<file path="config.mk">
export PLATFORM = sky130hd
export DESIGN_NAME = life_grid_generation_step_unit_flat
export DESIGN_NICKNAME = d
export VERILOG_FILES = /design/src/hw/rtl/lgs_pkg.sv /design/src/hw/rtl/lgs_if.sv /design/src/hw/rtl/life_grid_generation_step_unit.sv /design/src/hw/rtl/lgs_cell.sv /design/src/flat_wrapper.sv
export VERILOG_INCLUDE_DIRS = /design/src /design/src/hw/rtl
export SDC_FILE = /design/constraint.sdc
export NUM_CORES = 2
export LEC_CHECK = 0
export BUFFER_PORTS_ARGS = -buffer_cell sky130_fd_sc_hd__buf_2
export CAP_MARGIN = 20
export CORE_ASPECT_RATIO = 1.2
export CORE_MARGIN = 2
export CORE_UTILIZATION = 40
export CTS_BUF_LIST = sky130_fd_sc_hd__clkbuf_4 sky130_fd_sc_hd__clkbuf_8
export DETAILED_ROUTE_END_ITERATION = 10
export GPL_TIMING_DRIVEN = 0
export PLACE_DENSITY = 0.62
export SLEW_MARGIN = 30
export SYNTH_ARGS = -nofsm -noshare
export SYNTH_HDL_FRONTEND = slang
export SYNTH_HIERARCHICAL = 1
export SYNTH_SLANG_ARGS = --single-unit
</file>
<file path="constraint.sdc">
create_clock -name clk -period 9 [get_ports clk]
set_input_delay 2.25 -clock clk [delete_from_list [all_inputs] [get_ports clk]]
set_output_delay 2.25 -clock clk [all_outputs]
set_load 0.01 [all_outputs]
</file>
<file path="src/hw/rtl/life_grid_generation_step_unit_macros.svh">
// Assertion macros shared by the grid step unit RTL
`ifndef LIFE_GRID_GENERATION_STEP_UNIT_MACROS_SVH
`define LIFE_GRID_GENERATION_STEP_UNIT_MACROS_SVH

// same-cycle implication, clocked on clk, off during reset
`define LGS_ASSERT_NOW(label, ante, cons, msg) \
  label: assert property (@(posedge clk) disable iff (rst) (ante) |-> (cons)) else $error(msg);

// next-cycle implication
`define LGS_ASSERT_NEXT(label, ante, cons, msg) \
  label: assert property (@(posedge clk) disable iff (rst) (ante) |=> (cons)) else $error(msg);

`endif

</file>
<file path="src/hw/rtl/lgs_pkg.sv">
// Shared types and constants for the grid step unit
package lgs_pkg;

  localparam int MAX_ROWS_DEF = 32;
  localparam int MAX_COLS_DEF = 32;

  localparam int CMD_W      = 2;
  localparam int COORD_W    = 5;
  localparam int CFG_IDX_W  = 2;
  localparam int CFG_DATA_W = 6;

  localparam logic [CFG_DATA_W-1:0] CFG_RESET = 6'd32;

  typedef enum logic [CMD_W-1:0] {
    CMD_WRITE = 2'd0,
    CMD_READ  = 2'd1,
    CMD_STEP  = 2'd2,
    CMD_CLEAR = 2'd3
  } cmd_t;

  typedef enum logic [CFG_IDX_W-1:0] {
    REG_ROWS_IN_USE = 2'd0,
    REG_COLS_IN_USE = 2'd1
  } cfg_reg_t;

  // masked view a cell hands to its neighbours
  typedef struct packed {
    logic above;
    logic cur;
    logic below;
  } nbr_t;

  // common control to every cell in the chain
  typedef struct packed {
    logic rotate;
    logic gen;
    logic clear;
    logic wr_en;
    logic wr_val;
    logic first_row;
    logic row_active;
    logic below_active;
  } ctrl_t;

endpackage

</file>
<file path="src/hw/rtl/lgs_if.sv">
// Handshake channels: command in, result out, register write
interface lgs_cmd_if;
  import lgs_pkg::*;
  logic                 valid;
  logic                 ready;
  logic [CMD_W-1:0]     command;
  logic [COORD_W-1:0]   cell_row;
  logic [COORD_W-1:0]   cell_col;
  logic                 write_alive;
  modport source (output valid, command, cell_row, cell_col, write_alive, input ready);
  modport sink   (input valid, command, cell_row, cell_col, write_alive, output ready);
endinterface

interface lgs_res_if;
  logic valid;
  logic ready;
  logic cell_alive;
  modport source (output valid, cell_alive, input ready);
  modport sink   (input valid, cell_alive, output ready);
endinterface

interface lgs_cfg_if;
  import lgs_pkg::*;
  logic                  valid;
  logic                  ready;
  logic [CFG_IDX_W-1:0]  index;
  logic [CFG_DATA_W-1:0] data;
  modport source (output valid, index, data, input ready);
  modport sink   (input valid, index, data, output ready);
endinterface

</file>
<file path="src/hw/rtl/life_grid_generation_step_unit.sv">
// Grid step unit top: command sequencer, chain of column cells, result register
// Read/write/clear: the row store rotates until the addressed row is at the head.
// Step: align the head to row 0, update every row in one full pass of the store, then the seek.
// A new command is taken only in idle, once the last result is registered; a result waits in the output register.
// Reset (synchronous, rst high): every cell dead, both registers 32, head at row 0.
module life_grid_generation_step_unit #(
  parameter int MAX_ROWS = lgs_pkg::MAX_ROWS_DEF,
  parameter int MAX_COLS = lgs_pkg::MAX_COLS_DEF
) (
  input logic       clk,
  input logic       rst,
  lgs_cmd_if.sink   cmd,
  lgs_res_if.source res,
  lgs_cfg_if.sink   cfg
);
  import lgs_pkg::*;
  `include "life_grid_generation_step_unit_macros.svh"

  localparam int RW  = $clog2(MAX_ROWS);
  localparam int CW  = $clog2(MAX_COLS);
  localparam int AW  = (RW > COORD_W) ? RW : COORD_W;
  localparam int RCW = ((RW > CFG_DATA_W) ? RW : CFG_DATA_W) + 1;
  localparam int CCW = ((CW > CFG_DATA_W) ? CW : CFG_DATA_W) + 1;
  localparam logic [RW-1:0] LAST_ROW = RW'(MAX_ROWS - 1);

  typedef enum logic [3:0] {
    ST_IDLE  = 4'b0001,
    ST_ALIGN = 4'b0010,
    ST_GEN   = 4'b0100,
    ST_SEEK  = 4'b1000
  } state_t;

  state_t               state, state_next;
  logic [RW-1:0]        head_row;
  logic [CFG_DATA_W-1:0] rows_in_use, cols_in_use;
  cmd_t                 cmd_q;
  logic [COORD_W-1:0]   row_q, col_q;
  logic                 wa_q;
  logic                 res_valid, res_alive;

  logic                 accept, resp_fire, tgt_act, seek_hit, head_zero, gen_last;
  ctrl_t                ctrl;
  nbr_t                 nbrs [MAX_COLS];
  logic [MAX_COLS-1:0]  heads, hits, col_act;
  logic                 sel_bit;

  assign cfg.ready = 1'b1;
  assign cmd.ready = (state == ST_IDLE);
  assign accept    = cmd.valid & cmd.ready;
  assign res.valid = res_valid;
  assign res.cell_alive = res_alive;

  always_ff @(posedge clk) begin
    if (rst) begin
      rows_in_use <= CFG_RESET;
      cols_in_use <= CFG_RESET;
    end else if (cfg.valid && cfg.ready) begin
      case (cfg.index)
        REG_ROWS_IN_USE: rows_in_use <= cfg.data;
        REG_COLS_IN_USE: cols_in_use <= cfg.data;
        default: ;
      endcase
    end
  end

  assign tgt_act = (RCW'(row_q) < RCW'(rows_in_use)) && (RCW'(row_q) < RCW'(MAX_ROWS))
                && (CCW'(col_q) < CCW'(cols_in_use)) && (CCW'(col_q) < CCW'(MAX_COLS));
  assign seek_hit  = (AW'(head_row) == AW'(row_q));
  assign head_zero = (head_row == '0);
  assign gen_last  = (state == ST_GEN) && (head_row == LAST_ROW);
  assign resp_fire = (state == ST_SEEK) && (!tgt_act || seek_hit) && (!res_valid || res.ready);

  always_comb begin
    ctrl.rotate = ((state == ST_SEEK) && tgt_act && !seek_hit)
               || ((state == ST_ALIGN) && !head_zero)
               || (state == ST_GEN);
    ctrl.gen          = (state == ST_GEN);
    ctrl.clear        = accept && (cmd_t'(cmd.command) == CMD_CLEAR);
    ctrl.wr_en        = resp_fire && (cmd_q == CMD_WRITE) && tgt_act;
    ctrl.wr_val       = wa_q;
    ctrl.first_row    = head_zero;
    ctrl.row_active   = (RCW'(head_row) < RCW'(rows_in_use));
    ctrl.below_active = (head_row != LAST_ROW)
                     && ((RCW'(head_row) + RCW'(1)) < RCW'(rows_in_use));
  end

  always_comb begin
    state_next = state;
    case (state)
      ST_IDLE:  if (accept) state_next = (cmd_t'(cmd.command) == CMD_STEP) ? ST_ALIGN : ST_SEEK;
      ST_ALIGN: if (head_zero) state_next = ST_GEN;
      ST_GEN:   if (gen_last) state_next = ST_SEEK;
      ST_SEEK:  if (resp_fire) state_next = ST_IDLE;
      default:  state_next = ST_IDLE;
    endcase
  end

  always_ff @(posedge clk) begin
    if (rst) begin
      state     <= ST_IDLE;
      head_row  <= '0;
      res_valid <= 1'b0;
    end else begin
      state <= state_next;
      if (ctrl.rotate) head_row <= (head_row == LAST_ROW) ? '0 : head_row + RW'(1);
      if (resp_fire) res_valid <= 1'b1;
      else if (res.ready) res_valid <= 1'b0;
    end
  end

  always_ff @(posedge clk) begin
    if (accept) begin
      cmd_q <= cmd_t'(cmd.command);
      row_q <= cmd.cell_row;
      col_q <= cmd.cell_col;
      wa_q  <= cmd.write_alive;
    end
    if (resp_fire) res_alive <= tgt_act & ((cmd_q == CMD_WRITE) ? wa_q : sel_bit);
  end

  for (genvar c = 0; c < MAX_COLS; c++) begin : g_col
    nbr_t left, right;
    assign col_act[c] = (CCW'(c) < CCW'(cols_in_use));
    assign hits[c]    = (CCW'(col_q) == CCW'(c));
    if (c == 0) begin : g_l0
      assign left = '0;
    end else begin : g_l
      assign left = nbrs[c-1];
    end
    if (c == MAX_COLS - 1) begin : g_rn
      assign right = '0;
    end else begin : g_r
      assign right = nbrs[c+1];
    end
    lgs_cell #(.DEPTH(MAX_ROWS)) u_cell (
      .clk        (clk),
      .rst        (rst),
      .ctrl       (ctrl),
      .col_active (col_act[c]),
      .hit        (hits[c]),
      .left       (left),
      .right      (right),
      .nbr        (nbrs[c]),
      .head_bit   (heads[c])
    );
  end

  assign sel_bit = |(heads & hits);

  `LGS_ASSERT_NEXT(a_busy_after_accept, accept, !cmd.ready, "ready held after accept")
  `LGS_ASSERT_NEXT(a_align_to_gen, (state == ST_ALIGN) && head_zero, state == ST_GEN, "align stuck")
  `LGS_ASSERT_NEXT(a_gen_wraps, gen_last, (state == ST_SEEK) && head_zero, "gen pass did not wrap")
  `LGS_ASSERT_NOW(a_wr_seek, ctrl.wr_en, (state == ST_SEEK) && seek_hit && !ctrl.rotate, "stray write")

endmodule

</file>
<file path="src/hw/rtl/lgs_cell.sv">
// One grid column: rotating row store and the B3/S23 update for its bit
module lgs_cell #(
  parameter int DEPTH = lgs_pkg::MAX_ROWS_DEF
) (
  input  logic          clk,
  input  logic          rst,
  input  lgs_pkg::ctrl_t ctrl,
  input  logic          col_active,
  input  logic          hit,
  input  lgs_pkg::nbr_t left,
  input  lgs_pkg::nbr_t right,
  output lgs_pkg::nbr_t nbr,
  output logic          head_bit
);
  import lgs_pkg::*;

  logic [DEPTH-1:0] bits;
  logic             prev;
  logic [3:0]       n;
  logic             new_bit;

  assign head_bit  = bits[0];
  assign nbr.above = prev    & col_active & ~ctrl.first_row;
  assign nbr.cur   = bits[0] & col_active & ctrl.row_active;
  assign nbr.below = bits[1] & col_active & ctrl.below_active;

  always_comb begin
    n = 4'(left.above) + 4'(left.cur) + 4'(left.below)
      + 4'(right.above) + 4'(right.cur) + 4'(right.below)
      + 4'(nbr.above) + 4'(nbr.below);
    new_bit = col_active & ctrl.row_active & ((n == 4'd3) | (nbr.cur & (n == 4'd2)));
  end

  always_ff @(posedge clk) begin
    if (rst || ctrl.clear) begin
      bits <= '0;
      prev <= 1'b0;
    end else if (ctrl.rotate) begin
      bits <= {(ctrl.gen ? new_bit : bits[0]), bits[DEPTH-1:1]};
      prev <= bits[0];
    end else if (ctrl.wr_en && hit) begin
      bits[0] <= ctrl.wr_val;
    end
  end

endmodule
</file>
<file path="src/flat_wrapper.sv">
// flat-port wrapper written by rule: the top's interface ports become plain ports
module life_grid_generation_step_unit_flat import lgs_pkg::*;
#(
  parameter int MAX_ROWS = lgs_pkg::MAX_ROWS_DEF,
  parameter int MAX_COLS = lgs_pkg::MAX_COLS_DEF
)
  (clk, rst, cmd_valid, cmd_command, cmd_cell_row, cmd_cell_col, cmd_write_alive, cmd_ready, res_valid, res_cell_alive, res_ready, cfg_valid, cfg_index, cfg_data, cfg_ready);
  lgs_cmd_if cmd_i ();
  lgs_res_if res_i ();
  lgs_cfg_if cfg_i ();
  input logic clk;
  input logic rst;
  input wire logic [$bits(cmd_i.valid)-1:0] cmd_valid;
  input wire logic [$bits(cmd_i.command)-1:0] cmd_command;
  input wire logic [$bits(cmd_i.cell_row)-1:0] cmd_cell_row;
  input wire logic [$bits(cmd_i.cell_col)-1:0] cmd_cell_col;
  input wire logic [$bits(cmd_i.write_alive)-1:0] cmd_write_alive;
  output wire logic [$bits(cmd_i.ready)-1:0] cmd_ready;
  output wire logic [$bits(res_i.valid)-1:0] res_valid;
  output wire logic [$bits(res_i.cell_alive)-1:0] res_cell_alive;
  input wire logic [$bits(res_i.ready)-1:0] res_ready;
  input wire logic [$bits(cfg_i.valid)-1:0] cfg_valid;
  input wire logic [$bits(cfg_i.index)-1:0] cfg_index;
  input wire logic [$bits(cfg_i.data)-1:0] cfg_data;
  output wire logic [$bits(cfg_i.ready)-1:0] cfg_ready;
  assign cmd_i.valid = cmd_valid;
  assign cmd_i.command = cmd_command;
  assign cmd_i.cell_row = cmd_cell_row;
  assign cmd_i.cell_col = cmd_cell_col;
  assign cmd_i.write_alive = cmd_write_alive;
  assign cmd_ready = cmd_i.ready;
  assign res_valid = res_i.valid;
  assign res_cell_alive = res_i.cell_alive;
  assign res_i.ready = res_ready;
  assign cfg_i.valid = cfg_valid;
  assign cfg_i.index = cfg_index;
  assign cfg_i.data = cfg_data;
  assign cfg_ready = cfg_i.ready;
  life_grid_generation_step_unit #(.MAX_ROWS(MAX_ROWS), .MAX_COLS(MAX_COLS)) u_core (.clk(clk), .rst(rst), .cmd(cmd_i), .res(res_i), .cfg(cfg_i));
endmodule
</file>
==> impl_metrics.ini <==
[floorplanning]
io-pin-count = 30
fp.coreArea_sq_um = 118000
dieWidth_microns = 318
rows = 138
die_h_microns = 381
die_area_sq_um = 121000
initial_core_util = 0.402

[sta]
fmax_mhz = 181
max_slew_margin = 0.349
setup_ws_ps = 3480
setup_violations = 0
skew_ps = 40.3
tightestPinTransition_ps = 966
period_needed_ps = 5520
hold_ws_ps = 481
fin_crit_sh = 0.613
hold_viol = 0
rsz0062_at_grt = no
slew_violations = 0

[critical_path]
reg2reg_from = u_core/head_row[1]$_SDFFE_PP0P_
reg2reg_setup_slack_ps = 3480
startpoint_type = register
critPathLaunch = u_core/head_row[1]$_SDFFE_PP0P_
crit_path_end_kind = register
worst_ep_required_time_ps = 9780
crit_type = register to register
crit_fanout = 7
arrival_ps = 6290

[clock_tree]
htree_levels = 4
root_buffer = clkbuf_8
clk_transition_reported_paths_ps = 60
holdBufCountCts = 0
numCtsBuffers = 169
cts_resized = 0
cts_tree = yes
clock_latency_ps = 850
post_cts_buffers = 0
clk_path_buf_depth = 3
clock-sinks = 1092

[grt]
grt_max_degree = 41
grt_usage = 0.158
antenna_found_initial = 2
grt-ovfl-total = 0
first_global_vias = 31500
grt_pass1_wl_microns = 159000

[cells_and_area]
layout.nets = 5337
fillers = 11400
final_area_sq_um = 53500
fin_util = 0.454
area_growth_pct = 12.9
multiInputGateArea_sq_um = 22900
ff_latch_area_sq_um = 22000
layout-drive-gt1-share = 0.105

[yosys]
synth_enable_flop_cells = 14
synth_common_cells = nor2_1 (1120), dfxtp_1 (1078), mux2i_1 (1002), inv_1 (344), nand2_1 (168)
synth_area_leader_cell = dfxtp_1
ys_top_cells_by_area = dfxtp_1 (46%), mux2i_1 (21%), nor2_1 (8.9%)
syn_inst = 4832
syn_area_per_cell_sq_um = 9.81
synth_seq_cells = 1092
synth_ff_type = dfxtp_1
syn_area_sq_um = 47400
yosysSeqAreaShare = 0.464
synth_top_area_share = 0.455
async_reset_ff_frac = 0
post-synth-top-count-cell = nor2_1
yosysUniqueCellTypes = 63
yosys_warnings = 6

[placement]
pre_cts_ws_ps = 3630
place_area_sq_um = 49900
portBuffers = 28
gp_congestion = 0.864
hpwl_microns = 67800

[hold_path]
hold_path_class = register to register
min-delay-start = u_core/g_col[19].u_cell/bits[5]$_SDFFE_PP0P_

[routing]
detail-route-antenna-nets = 0
firstDrtPassIters = 5
via_per_inst = 4.84
route.vias.total = 32600
wl_per_cell_microns = 14.3
drt_wl_total_microns = 96200
route.detailed.drc = 0
drt-initial-drc-count = 1636

[status]
status = complete, no violations

[job]
drv_cap = 0

[power_and_ir_drop]
max-vdd-ir-drop_mv = 0.131
power.density_nw_per_um2 = 188
p_leak_nw = 19.8
## area by class of cell
cell class	count	share of cell area
antenna	4	0.000187
buffer	280	0.0237
clock buffer	264	0.0604
clock inverter	36	0.00755
inverter	345	0.0242
multi-input combinational	3120	0.427
sequential	1092	0.411
tap	1540	0.0360
timing repair buffer	59	0.00929
## worst paths after layout
kind                                                        end  cells after the start
setup / recovery  u_core/g_col[14].u_cell/bits[31]$_SDFFE_PP0P_                     19
hold / removal     u_core/g_col[19].u_cell/bits[4]$_SDFFE_PP0P_                      2
setup reg to reg  u_core/g_col[14].u_cell/bits[31]$_SDFFE_PP0P_                     19
hold reg to reg    u_core/g_col[19].u_cell/bits[4]$_SDFFE_PP0P_                      2
## flip-flops by register name (all words and copies together) (netlist names)
signal / count
u_core/col_q: 5
u_core/state: 4
u_core/res.cell_alive: 1
u_core/head_row: 5
u_core/rows_in_use: 6
u_core/row_q: 5
u_core/cmd_q: 2
u_core/cols_in_use: 6
u_core/g_col.u_cell/prev: 32
u_core/wa_q: 1
u_core/g_col.u_cell/bits: 1024
u_core/res.valid: 1
## metal layers
layer	track usage	share of wire	wire, microns
met2	0.261	0.46	44600
met4	0.0725	0.033	3200
met1	0.201	0.46	44500
met5	0	0	0
met3	0.0276	0.041	3900
## power breakdown
part	total, mW	leakage [nW]	switching (mW)	internal [mW]
Clock	4.35	1.93	1.91	2.44
Sequential	4.93	8.81	0.0485	4.88
Combinational	0.799	9.02	0.506	0.293
Total	10.1	19.8	2.46	7.62
## metrics by stage
stage               setup TNS [ps]  cells  power [mW]
floorplan                        0   4837        5.60
global placement            -72060   6405        5.81
detailed placement               0   6436        5.83
CTS                              0   6736        10.2
global route                     0   6737        10.5
finish                           0   6740        10.1
## logic make-up after synthesis
| group | count (synthesis) | share of synthesized area |
|---|---|---|
| flops | 1092 | 0.464 |
| simple gates | 1613 | 0.143 |
| compound gates | 244 | 0.0396 |
| xor+xnor | 7 | 0.00129 |
| mux | 1005 | 0.212 |
| other cells | 2 | 0.000159 |
| buf+inv | 625 | 0.0541 |
| fa+ha+maj | 244 | 0.0847 |
## worst max-delay path, stage by stage, from the launching register on
cell and delay (ps):
dfxtp_1 490, ha_1 310, and3_1 190, ha_1 250, ha_1 270, o21ai_0 230, a21oi_1 80, nor3_2 410
buf_4 260, buf_6 150, buf_4 190, and3_1 330, inv_1 110, fa_1 590, fa_1 520, inv_1 50
ha_1 200, fa_1 490, a41oi_1 110, nor3_1 210
## placed cells by master (no fill, tap or decap), types with 38 or more instances in the layout
cell,n
and3_1,67
buf_2,161
clkbuf_1,112
clkbuf_4,64
clkbuf_8,200
dfxtp_1,1078
fa_1,128
ha_1,116
inv_1,343
mux2i_1,1002
nand2_1,168
nand2b_1,46
nand3_1,39
nor2_1,1120
nor2b_1,38
nor3_1,71
No activity file was read; power rests on OpenSTA's default activity.
